File: src/rtl/c402seq_pkg.sv
// c402seq_pkg: types, codes and constants of the cia402 drive enable sequencer
// depends on nothing; used by every module of the block by scoped names
package c402seq_pkg;

  localparam int unsigned SwWidth  = 16;
  localparam int unsigned CwWidth  = 16;
  localparam int unsigned PosWidth = 32;
  localparam int unsigned StepWidth  = 16;
  localparam int unsigned PulseWidth = 8;
  localparam int unsigned CfgDataWidth = 16;

  localparam logic [StepWidth-1:0]  StepLimitReset = 16'd3000;
  localparam logic [PulseWidth-1:0] HalfPeriodReset = 8'd10;

  // statusword decoding
  localparam logic [SwWidth-1:0] SwFaultBit    = 16'h0008;
  localparam logic [SwWidth-1:0] SwMaskSod     = 16'h004F;
  localparam logic [SwWidth-1:0] SwSod         = 16'h0040;
  localparam logic [SwWidth-1:0] SwMaskState   = 16'h006F;
  localparam logic [SwWidth-1:0] SwReadyOn     = 16'h0021;
  localparam logic [SwWidth-1:0] SwSwitchedOn  = 16'h0023;
  localparam logic [SwWidth-1:0] SwOpEnabled   = 16'h0027;

  // controlwords
  localparam logic [CwWidth-1:0] CwNone        = 16'h0000;
  localparam logic [CwWidth-1:0] CwFaultReset  = 16'h0080;
  localparam logic [CwWidth-1:0] CwShutdown    = 16'h0006;
  localparam logic [CwWidth-1:0] CwSwitchOn    = 16'h0007;
  localparam logic [CwWidth-1:0] CwEnableOp    = 16'h000F;

  typedef enum logic [1:0] {
    FUNC_ENABLE  = 2'd0,
    FUNC_RUN     = 2'd1,
    FUNC_PARK    = 2'd2,
    FUNC_DISABLE = 2'd3
  } func_t;

  typedef enum logic [1:0] {
    SEQ_BUSY    = 2'd0,
    SEQ_ENABLED = 2'd1,
    SEQ_TIMEOUT = 2'd2
  } seq_status_t;

  typedef enum logic {
    REG_STEP_LIMIT  = 1'b0,
    REG_HALF_PERIOD = 1'b1
  } reg_index_t;

  typedef struct packed {
    func_t                       func;
    logic [SwWidth-1:0]          status_word;
    logic signed [PosWidth-1:0]  actual_position;
    logic signed [PosWidth-1:0]  commanded_position;
  } item_t;

  typedef struct packed {
    logic [CwWidth-1:0]          control_word;
    logic signed [PosWidth-1:0]  target_out;
    seq_status_t                 seq_status;
    logic                        is_enabled;
  } result_t;

  typedef struct packed {
    logic [StepWidth-1:0]  step_count;
    logic [PulseWidth-1:0] pulse_count;
    logic                  pulse_level;
    logic                  enabled_flag;
  } seq_state_t;

  typedef struct packed {
    logic [StepWidth-1:0]  step_limit;
    logic [PulseWidth-1:0] half_period;
  } cfg_t;

endpackage

File: src/rtl/c402seq_decode.sv
// c402seq_decode: statusword decoding and sequence state update for one word
// depends on c402seq_pkg
module c402seq_decode (
  input  c402seq_pkg::item_t      item,
  input  c402seq_pkg::seq_state_t state,
  input  c402seq_pkg::cfg_t       cfg,
  output c402seq_pkg::result_t    result,
  output c402seq_pkg::seq_state_t state_next
);

  logic [c402seq_pkg::CwWidth-1:0]      cw_dec;
  logic                                 done;
  logic [c402seq_pkg::PulseWidth:0]     pulse_inc;
  logic [c402seq_pkg::StepWidth:0]      step_inc;
  logic [c402seq_pkg::SwWidth-1:0]      sw_state;

  always_comb begin
    sw_state = item.status_word & c402seq_pkg::SwMaskState;
    done     = 1'b0;
    if ((item.status_word & c402seq_pkg::SwFaultBit) != '0) begin
      cw_dec = state.pulse_level ? c402seq_pkg::CwFaultReset : c402seq_pkg::CwNone;
    end else if ((item.status_word & c402seq_pkg::SwMaskSod) == c402seq_pkg::SwSod) begin
      cw_dec = c402seq_pkg::CwShutdown;
    end else if (sw_state == c402seq_pkg::SwReadyOn) begin
      cw_dec = c402seq_pkg::CwSwitchOn;
    end else if (sw_state == c402seq_pkg::SwSwitchedOn) begin
      cw_dec = c402seq_pkg::CwEnableOp;
    end else if (sw_state == c402seq_pkg::SwOpEnabled) begin
      cw_dec = c402seq_pkg::CwEnableOp;
      done   = 1'b1;
    end else begin
      cw_dec = c402seq_pkg::CwNone;
    end
  end

  assign pulse_inc = {1'b0, state.pulse_count} + 1'b1;
  assign step_inc  = {1'b0, state.step_count} + 1'b1;

  always_comb begin
    state_next            = state;
    result.control_word   = c402seq_pkg::CwNone;
    result.target_out     = item.actual_position;
    result.seq_status     = c402seq_pkg::SEQ_BUSY;
    case (item.func)
      c402seq_pkg::FUNC_ENABLE: begin
        result.control_word = cw_dec;
        if (pulse_inc >= {1'b0, cfg.half_period}) begin
          state_next.pulse_count = '0;
          state_next.pulse_level = ~state.pulse_level;
        end else begin
          state_next.pulse_count = pulse_inc[c402seq_pkg::PulseWidth-1:0];
        end
        if (done) begin
          state_next.enabled_flag = 1'b1;
          result.seq_status       = c402seq_pkg::SEQ_ENABLED;
        end else if (step_inc >= {1'b0, cfg.step_limit}) begin
          result.seq_status       = c402seq_pkg::SEQ_TIMEOUT;
        end else begin
          state_next.step_count   = step_inc[c402seq_pkg::StepWidth-1:0];
        end
        if (done || result.seq_status == c402seq_pkg::SEQ_TIMEOUT) begin
          state_next.step_count  = '0;
          state_next.pulse_count = '0;
          state_next.pulse_level = 1'b0;
        end
      end
      c402seq_pkg::FUNC_RUN: begin
        state_next.step_count  = '0;
        state_next.pulse_count = '0;
        state_next.pulse_level = 1'b0;
        if (state.enabled_flag) begin
          result.control_word = c402seq_pkg::CwEnableOp;
          result.target_out   = item.commanded_position;
        end else begin
          result.control_word = c402seq_pkg::CwShutdown;
        end
      end
      c402seq_pkg::FUNC_PARK: begin
        state_next.step_count  = '0;
        state_next.pulse_count = '0;
        state_next.pulse_level = 1'b0;
        result.control_word    = c402seq_pkg::CwNone;
      end
      default: begin
        state_next.step_count   = '0;
        state_next.pulse_count  = '0;
        state_next.pulse_level  = 1'b0;
        state_next.enabled_flag = 1'b0;
        result.control_word     = c402seq_pkg::CwShutdown;
      end
    endcase
    result.is_enabled = state_next.enabled_flag;
  end

endmodule

File: src/rtl/c402seq_out_reg.sv
// c402seq_out_reg: result register with valid and stall towards the consumer
// depends on c402seq_pkg
module c402seq_out_reg (
  input  logic                 clk,
  input  logic                 rst,
  input  logic                 load_valid,
  input  c402seq_pkg::result_t load_data,
  output logic                 can_load,
  output logic                 out_valid,
  input  logic                 out_stall,
  output c402seq_pkg::result_t out_data
);

  logic                 valid;
  c402seq_pkg::result_t data;

  assign can_load  = ~valid | ~out_stall;
  assign out_valid = valid;
  assign out_data  = data;

  always_ff @(posedge clk) begin
    if (rst) begin
      valid <= 1'b0;
    end else if (can_load) begin
      valid <= load_valid;
    end
  end

  always_ff @(posedge clk) begin
    if (can_load && load_valid) begin
      data <= load_data;
    end
  end

endmodule

File: src/rtl/cia402_drive_enable_sequencer.sv
// cia402_drive_enable_sequencer: top level with input register, state and config registers
// depends on c402seq_pkg, c402seq_decode and c402seq_out_reg
//
// One word per process-data cycle: a word accepted on the input channel is held in an
// input register, decoded against the sequence state in a single pass of logic and
// placed in the result register; a new word is taken every cycle while the output side
// keeps up. in_stall rises only while both registers hold words and out_stall is high.
// The user must write the step limit and fault-reset half period through cfg_we,
// cfg_index and cfg_data only while the block is idle; the block does not enforce it.
module cia402_drive_enable_sequencer (
  input  logic        clk,
  input  logic        rst,
  input  logic        cfg_we,
  input  logic        cfg_index,
  input  logic [15:0] cfg_data,
  input  logic        in_valid,
  output logic        in_stall,
  input  logic [1:0]  func,
  input  logic [15:0] status_word,
  input  logic signed [31:0] actual_position,
  input  logic signed [31:0] commanded_position,
  output logic        out_valid,
  input  logic        out_stall,
  output logic [15:0] control_word,
  output logic signed [31:0] target_out,
  output logic [1:0]  seq_status,
  output logic        is_enabled
);

  c402seq_pkg::cfg_t       cfg;
  c402seq_pkg::seq_state_t state;
  c402seq_pkg::seq_state_t state_next;
  c402seq_pkg::item_t      item;
  logic                    item_valid;
  c402seq_pkg::result_t    result;
  c402seq_pkg::result_t    out_data;
  logic                    can_load;
  logic                    advance;

  assign in_stall = item_valid & ~can_load;
  assign advance  = item_valid & can_load;

  // configuration registers
  always_ff @(posedge clk) begin
    if (rst) begin
      cfg.step_limit  <= c402seq_pkg::StepLimitReset;
      cfg.half_period <= c402seq_pkg::HalfPeriodReset;
    end else if (cfg_we) begin
      case (c402seq_pkg::reg_index_t'(cfg_index))
        c402seq_pkg::REG_STEP_LIMIT:  cfg.step_limit  <= cfg_data;
        c402seq_pkg::REG_HALF_PERIOD: cfg.half_period <= cfg_data[c402seq_pkg::PulseWidth-1:0];
        default: ;
      endcase
    end
  end

  // input register
  always_ff @(posedge clk) begin
    if (rst) begin
      item_valid <= 1'b0;
    end else if (!in_stall) begin
      item_valid <= in_valid;
    end
  end

  always_ff @(posedge clk) begin
    if (!in_stall && in_valid) begin
      item.func               <= c402seq_pkg::func_t'(func);
      item.status_word        <= status_word;
      item.actual_position    <= actual_position;
      item.commanded_position <= commanded_position;
    end
  end

  // sequence state
  always_ff @(posedge clk) begin
    if (rst) begin
      state <= '0;
    end else if (advance) begin
      state <= state_next;
    end
  end

  c402seq_decode u_decode (
    .item       (item),
    .state      (state),
    .cfg        (cfg),
    .result     (result),
    .state_next (state_next)
  );

  c402seq_out_reg u_out_reg (
    .clk        (clk),
    .rst        (rst),
    .load_valid (item_valid),
    .load_data  (result),
    .can_load   (can_load),
    .out_valid  (out_valid),
    .out_stall  (out_stall),
    .out_data   (out_data)
  );

  assign control_word = out_data.control_word;
  assign target_out   = out_data.target_out;
  assign seq_status   = out_data.seq_status;
  assign is_enabled   = out_data.is_enabled;

endmodule

File: config.mk
export PLATFORM = sky130hd
export DESIGN_NAME = cia402_drive_enable_sequencer
export DESIGN_NICKNAME = d
export VERILOG_FILES = /design/src/rtl/c402seq_pkg.sv /design/src/rtl/c402seq_decode.sv /design/src/rtl/c402seq_out_reg.sv /design/src/rtl/cia402_drive_enable_sequencer.sv
export SDC_FILE = /design/constraint.sdc
export NUM_CORES = 1
export LEC_CHECK = 0
export BUFFER_PORTS_ARGS = -buffer_cell sky130_fd_sc_hd__buf_2
export CAP_MARGIN = 30
export CELL_PAD_IN_SITES_DETAIL_PLACEMENT = 1
export CELL_PAD_IN_SITES_GLOBAL_PLACEMENT = 2
export CORE_AREA = 2 2 150 152
export DETAILED_ROUTE_END_ITERATION = 16
export DIE_AREA = 0 0 152 154
export GPL_ROUTABILITY_DRIVEN = 0
export GPL_TIMING_DRIVEN = 0
export PLACE_DENSITY_LB_ADDON = 0.1
export SYNTH_ARGS = -nofsm -noshare
export SYNTH_HDL_FRONTEND = slang
export SYNTH_SLANG_ARGS = --single-unit
File: constraint.sdc
create_clock -name clk -period 4.2 [get_ports clk]
set_clock_uncertainty 0.15 [all_clocks]
set_input_delay 0.21 -clock clk [delete_from_list [all_inputs] [get_ports clk]]
set_output_delay 0.21 -clock clk [all_outputs]
set_load 0.1 [all_outputs]
# ---- Yosys cells after proc, flatten, opt, wreduce, memory -nomap -nowiden
# Index checks and enable logic that the tools add are counted.
dict set report word_totals {
  output_inout_bits 53
  input_bits 104
  elab_cells 74
  ff_bits 176
}
dict set report classes {
  n_eq_ne 10
  bitwise 8
  muxes 26
  add_sub_neg 2
  magnitude_cmp 2
  n_reduce_logical 10
}
# op count
set ops {}
lappend ops {{16-bit 2-to-1 mux} 6}
lappend ops {{32-bit 2-to-1 mux} 2}
lappend ops {{25-bit 2-to-1 mux} 2}
lappend ops {{16-bit one-hot mux with 3 select lines} 1}
lappend ops {{6-bit by 5-bit == test with 1-bit output, second input constant} 3}
lappend ops {{16-bit by 1-bit adder with 17-bit output, second input constant} 1}
lappend ops {{17-bit by 16-bit greater-or-equal comparator with 1-bit output} 1}
lappend ops {{8-bit 2-to-1 mux} 2}
lappend ops {{8-bit by 1-bit adder with 9-bit output, second input constant} 1}
lappend ops {{9-bit by 8-bit greater-or-equal comparator with 1-bit output} 1}
lappend ops {{4-bit 2-to-1 mux} 2}
lappend ops {{1-bit 2-to-1 mux} 7}
lappend ops {{2-bit 2-to-1 mux} 3}
lappend ops {{3-bit inequality test, second input constant} 2}
lappend ops {{2-bit AND reduction} 3}
lappend ops {{5-bit == test, second input constant} 1}
lappend ops {{1-bit NOT} 5}
lappend ops {{2-bit == test, second input constant} 2}
lappend ops {{3-bit by 1-bit inequality test with 1-bit output, second input constant} 1}
lappend ops {{3-bit AND reduction} 1}
lappend ops {{1-bit AND} 2}
lappend ops {{2-bit by 1-bit == test with 1-bit output, second input constant} 1}
lappend ops {{1-bit logical AND} 2}
lappend ops {{2-bit zero test} 1}
lappend ops {{other kinds (5)} 5}

# ---- Depth between registers and ports, before layout
dict set report logic_depth {
  ltp_word 12
  ltp_mapped 14
}

# ---- Hierarchy
# From an unflattened synthesis, not the netlist that was laid out.
dict set report unflattened {
  hier_cells 611
  area_unflattened_um2 8167.8
}
# mod cells_each instances area_per_inst_um2
set modules_own_cells {}
lappend modules_own_cells {cia402_drive_enable_sequencer 306 1 4626.9}
lappend modules_own_cells {c402seq_decode 249 1 1970.6}
lappend modules_own_cells {c402seq_out_reg 56 1 1570.3}

# ---- Worst setup path before layout
# OpenSTA, ideal clock, no wires.
dict set report synth_path {
  kind {reg-to-reg}
  from {register u_out_reg.valid (netlist: u_out_reg.out_valid)}
  to {register, netlist name item[0]}
  path_stages_with_launch 3
  arrival_ns 4.691
  n_path_buf 0
  path_slack_ns -1.151
  path_cell_list {dfxtp_1 -> and3_1 -> nor2b_1}
}
dict set report synth_via {
  elab_chain_len 6
}
# element line
set synth_lines {}
lappend synth_lines {{start: declaration} c402seq_out_reg.sv:14} ;# logic valid;
lappend synth_lines {{start signal: assignment} c402seq_out_reg.sv:25} ;# valid <= load_valid;
lappend synth_lines {{1-bit NOT} c402seq_out_reg.sv:17} ;# assign can_load = ~valid | ~out_stall;
lappend synth_lines {{1-bit OR} c402seq_out_reg.sv:17}
lappend synth_lines {{1-bit NOT} cia402_drive_enable_sequencer.sv:40} ;# assign in_stall = item_valid & ~can_load;
lappend synth_lines {{1-bit AND} cia402_drive_enable_sequencer.sv:40}
lappend synth_lines {{named net in_stall} cia402_drive_enable_sequencer.sv:17} ;# output logic in_stall,
lappend synth_lines {{1-bit zero test} cia402_drive_enable_sequencer.sv:67} ;# if (!in_stall && in_valid) begin
lappend synth_lines {{1-bit logical AND} cia402_drive_enable_sequencer.sv:67}
# The timed path passes the listed nets, and every way through them passes these cells.
# A chain may end at the register's enable or synchronous reset.

# ---- Worst setup path after layout
dict set report layout_path {
  from {register, netlist name state[10]}
  to {register, netlist name state[13]}
}
dict set report layout_via {
  elab_chain_len 9
}
# element line
set layout_lines {}
lappend layout_lines {{16-bit by 1-bit adder with 17-bit output (*)} c402seq_decode.sv:37} ;# assign step_inc = {1'b0, state.step_count} + 1'b1;
lappend layout_lines {{17-bit by 16-bit greater-or-equal comparator with 1-bit output} c402seq_decode.sv:56} ;# end else if (step_inc >= {1'b0, cfg.step_limit}) begin
lappend layout_lines {{2-bit 2-to-1 mux} c402seq_decode.sv:56}
lappend layout_lines {{2-bit 2-to-1 mux} c402seq_decode.sv:53} ;# if (done) begin
lappend layout_lines {{2-bit 2-to-1 mux} c402seq_decode.sv:44} ;# case (item.func)
lappend layout_lines {{2-bit == test} c402seq_decode.sv:61} ;# if (done || result.seq_status == c402seq_pkg::SEQ_TIMEOUT) begin
lappend layout_lines {{1-bit logical OR} c402seq_decode.sv:61}
lappend layout_lines {{3-bit inequality test (no line) / 25-bit 2-to-1 mux (equally long branches)} -}
lappend layout_lines {{3-bit AND reduction (no line) / 25-bit 2-to-1 mux (equally long branches)} -}
# Every way passes the cells marked *; elsewhere a longest branch is shown, timed or not. The select of a mux whose other input is x is not followed.

==> impl_metrics.ini <==
[run_status]
run_status = finished clean

[power]
p_sw_mw = 1.006
swShare_pct = 26.66
vdd_ir_drop_max_mv = 0.2667
p_leak_nw = 3.851
power.internal_mw = 2.769
power_frac_seq_pct = 48.1
power_density_nw_per_um2 = 397.9
combinationalPowerShare_pct = 12.0
clkPwrFrac_pct = 39.9

[synthesis]
syn_area_per_cell_um2 = 12.37
yosys_register_bits = 163
synth_warnings = 0
synthMuxAreaShare_pct = 5.376
synthTopCellsByArea = edfxtp_1, dfxtp_1, ha_1, mux2_2, nand2_1
yosysSeqAreaShare_pct = 63.49
synth_fa_ha_area_share_pct = 5.267
synth_xor_area_share_pct = 1.907
synth_area_leader_cell = edfxtp_1
async_flop_share_pct = 0
ys_types = 51
ys.flop_type = edfxtp_1
synth_top_family_by_area = simple AND/OR/NAND/NOR gates
netlist_area_um2 = 6889
synth-simple-area-share_pct = 11.70
synth-edff-count = 111
synth_compound_area_share_pct = 8.118
synth_top_area_share_pct = 48.38
synth_cells = 557

[drt]
drt-initial-drc-count = 165
routed_wl_mm = 18.12
drc = 0
drt.antenna.violating_nets = 0
dr.pass1.iters = 4
routed_via_density = 4.647
dr_total_vias = 5144
routedWlPerCell_um = 16.36

[floorplan]
ioPinCount = 157
chipWidth_um = 152
design.die.area_um2 = 23410
die_height_um = 154
coreArea_um2 = 21690
rows = 54
start_util_pct = 31.76

[global_routing]
grt_max_degree = 40
track_usage_pct = 16.04
antenna_found_initial = 0
grt_pass1_vias = 5536
grt_pass1_wl_mm = 29.31
grt-ovfl-total = 0

[clocking]
post_cts_buffers = 0
cts_made_buffers = 17
cts_buffer_depth = 2
worstSkewPairLatency_ns = 0.42
cts_tree = done
h-tree-depth = 4
cts_root_buf = clkbuf_16
cts_sinks = 163
cts.clk_slew.worst_paths_ns = 0.07

[layout]
utilization_pct = 43.74
multi_input_area_um2 = 2278
ff_latch_area_um2 = 4374
stdcell_area_um2 = 9487
areaGrowthSynthToFinish_pct = 37.70
nNetsFinal = 948
fill_cells = 2387
drive_gt1_share_pct = 27.69
antennaDiodeCount = 0
final_cell_mix = buf_2, edfxtp_1, dlygate4sd3_1, nand2_1, dfxtp_1
final_common_cell = buf_2

[min_path]
hold_path_class = in -> reg
min_from = cfg_index
min_path_cells = 4
min_to = cfg[15]

[setup_path]
cpMostUsedCell = nand3_1
r2r-start = state[10]
required_ns = 4.39
cp-end-kind = flip-flop
critical_path_arrival_ns = 4.00
timing.rr.end = state[13]
cp_cell_sequence = ha_1 -> nand3_1 -> nor3_2 -> nand3_1 -> xnor2_1 -> ha_1 -> a211oi_1 -> o21ai_0 -> o211ai_1 -> o211ai_2 -> a21oi_2 -> buf_2 -> nand3_1 -> a31oi_1
critical_path_class = reg -> reg
path_max_fanout = 10
slowest_delay_ns = 0.45
slowest_stage = dfxtp_1
r2r_cells = 14
r2r_setup_slack_ns = 0.39
start_kind = flip-flop

[sta]
hold_viol = 0
setup-tns-final_ns = 0
rsz0062_at_grt = false
period_needed_ns = 3.810
max_freq_mhz = 262.4
worstMarginPinSlew_ns = 0.6534
relSlewSlack_pct = 56.44
setup_viol = 0
layout_worst_path_cycle_share_pct = 90.72
slew_violations = 0

[placement]
placed_cell_area_um2 = 8021
hpwl_mm = 12.72
portBuffers = 135

[job]
maxCapViolCount = 0
-- final cells by class --
| cell class | count | share of cell area [%] |
|---|---|---|
| Multi-Input combinational cell | 342 | 24.02 |
| Buffer | 31 | 1.754 |
| Clock buffer | 18 | 4.524 |
| Tap cell | 280 | 3.693 |
| Inverter | 31 | 1.240 |
| Clock inverter | 13 | 1.332 |
| Timing Repair Buffer | 229 | 17.33 |
| Sequential cell | 163 | 46.11 |
-- power groups by stage --
| stage | clock [mW] | sequential, mW | combinational, mW |
|---|---|---|---|
| floorplan | 0 | 1.97 | 0.150 |
| global placement | 0 | 1.85 | 0.372 |
| detailed placement | 0 | 1.85 | 0.388 |
| CTS | 1.56 | 1.82 | 0.457 |
| global route | 1.62 | 1.82 | 0.486 |
| finish | 1.51 | 1.82 | 0.453 |
-- stage by stage --
step | hold WS [ns] | cells | power (mW) | setup WS [ns]
final | 0.05659 | 1107 | 3.775 | 0.3897
after global routing | 0.08242 | 1107 | 3.929 | 0.08390
after CTS | 0.03955 | 1106 | 3.832 | 0.1897
after detailed placement | 0.2384 | 985 | 2.242 | 0.2052
after global placement | 0.2373 | 982 | 2.225 | 0.06029
after floorplan | 0.1589 | 567 | 2.123 | 0.2198
-- cell usage after synthesis (5+ instances only) --
| master | count |
|---|---|
| a21oi_1 | 34 |
| dfxtp_1 | 52 |
| nand3_1 | 23 |
| mux2_2 | 32 |
| and3_1 | 5 |
| a31oi_1 | 8 |
| nor2_1 | 26 |
| ha_1 | 29 |
| edfxtp_1 | 111 |
| a211o_1 | 7 |
| nand2_1 | 77 |
| inv_1 | 30 |
| buf_4 | 12 |
| nor2b_1 | 8 |
| o21ai_0 | 9 |
| clkbuf_1 | 14 |
| nand2b_1 | 5 |
| xnor2_1 | 11 |
| or2_2 | 5 |
-- worst max path at each step --
| stage | startpoint | endpoint | slack, ns | cells past startpoint |
|---|---|---|---|---|
| floorplan | u_out_reg.out_valid | item[0] | 0.22 | 2 |
| global placement | u_out_reg.out_valid | state[9] | 0.06 | 6 |
| detailed placement | state[10] | state[5] | 0.21 | 14 |
| CTS | state[10] | state[5] | 0.19 | 14 |
| global route | state[10] | state[2] | 0.08 | 14 |
| finish | state[10] | state[13] | 0.39 | 14 |
-- per-layer routing --
layer / share of wire [%] / GRT usage, % / vias to the layer above
met1: 43 / 19.03 / 2518
met3: 3.2 / 3.044 / 21
met4: 2.0 / 5.919 / 0
met2: 52 / 28.89 / 111
met5: 0 / 0 / -
li1: - / - / 2494
-- sequential cells by signal, summed over array words and instances, names as in the netlist --
register / flops
u_out_reg.out_data: 39
item: 72
state: 26
item_valid: 1
cfg: 24
u_out_reg.out_valid: 1
-- cell families (layout without fill, tap and decap cells) --
logic type | count (synthesis) | after routing
compound gates | 82 | 82
xor+xnor | 15 | 15
fa+ha+maj | 29 | 29
buf+inv | 62 | 322
flops | 163 | 163
mux | 33 | 33
other cells | 1 | 11
simple gates | 172 | 172
-- worst max-delay path: cells and delay by family (launching register included) --
kind / cells / cell delay (ns)
compound gates: 6 / 1.12
xor+xnor: 1 / 0.23
fa+ha+maj: 2 / 0.50
buf+inv: 1 / 0.32
flops: 1 / 0.45
simple gates: 4 / 0.95
-- timing repair --
action / CTS / global route
gates resized for setup: 0 / 2
endpoints found under the hold margin: 98 / 0
hold buffers: 90 / 0
endpoints found under the setup margin: 0 / 4
Note: power is estimated with default switching activity, not from simulation.
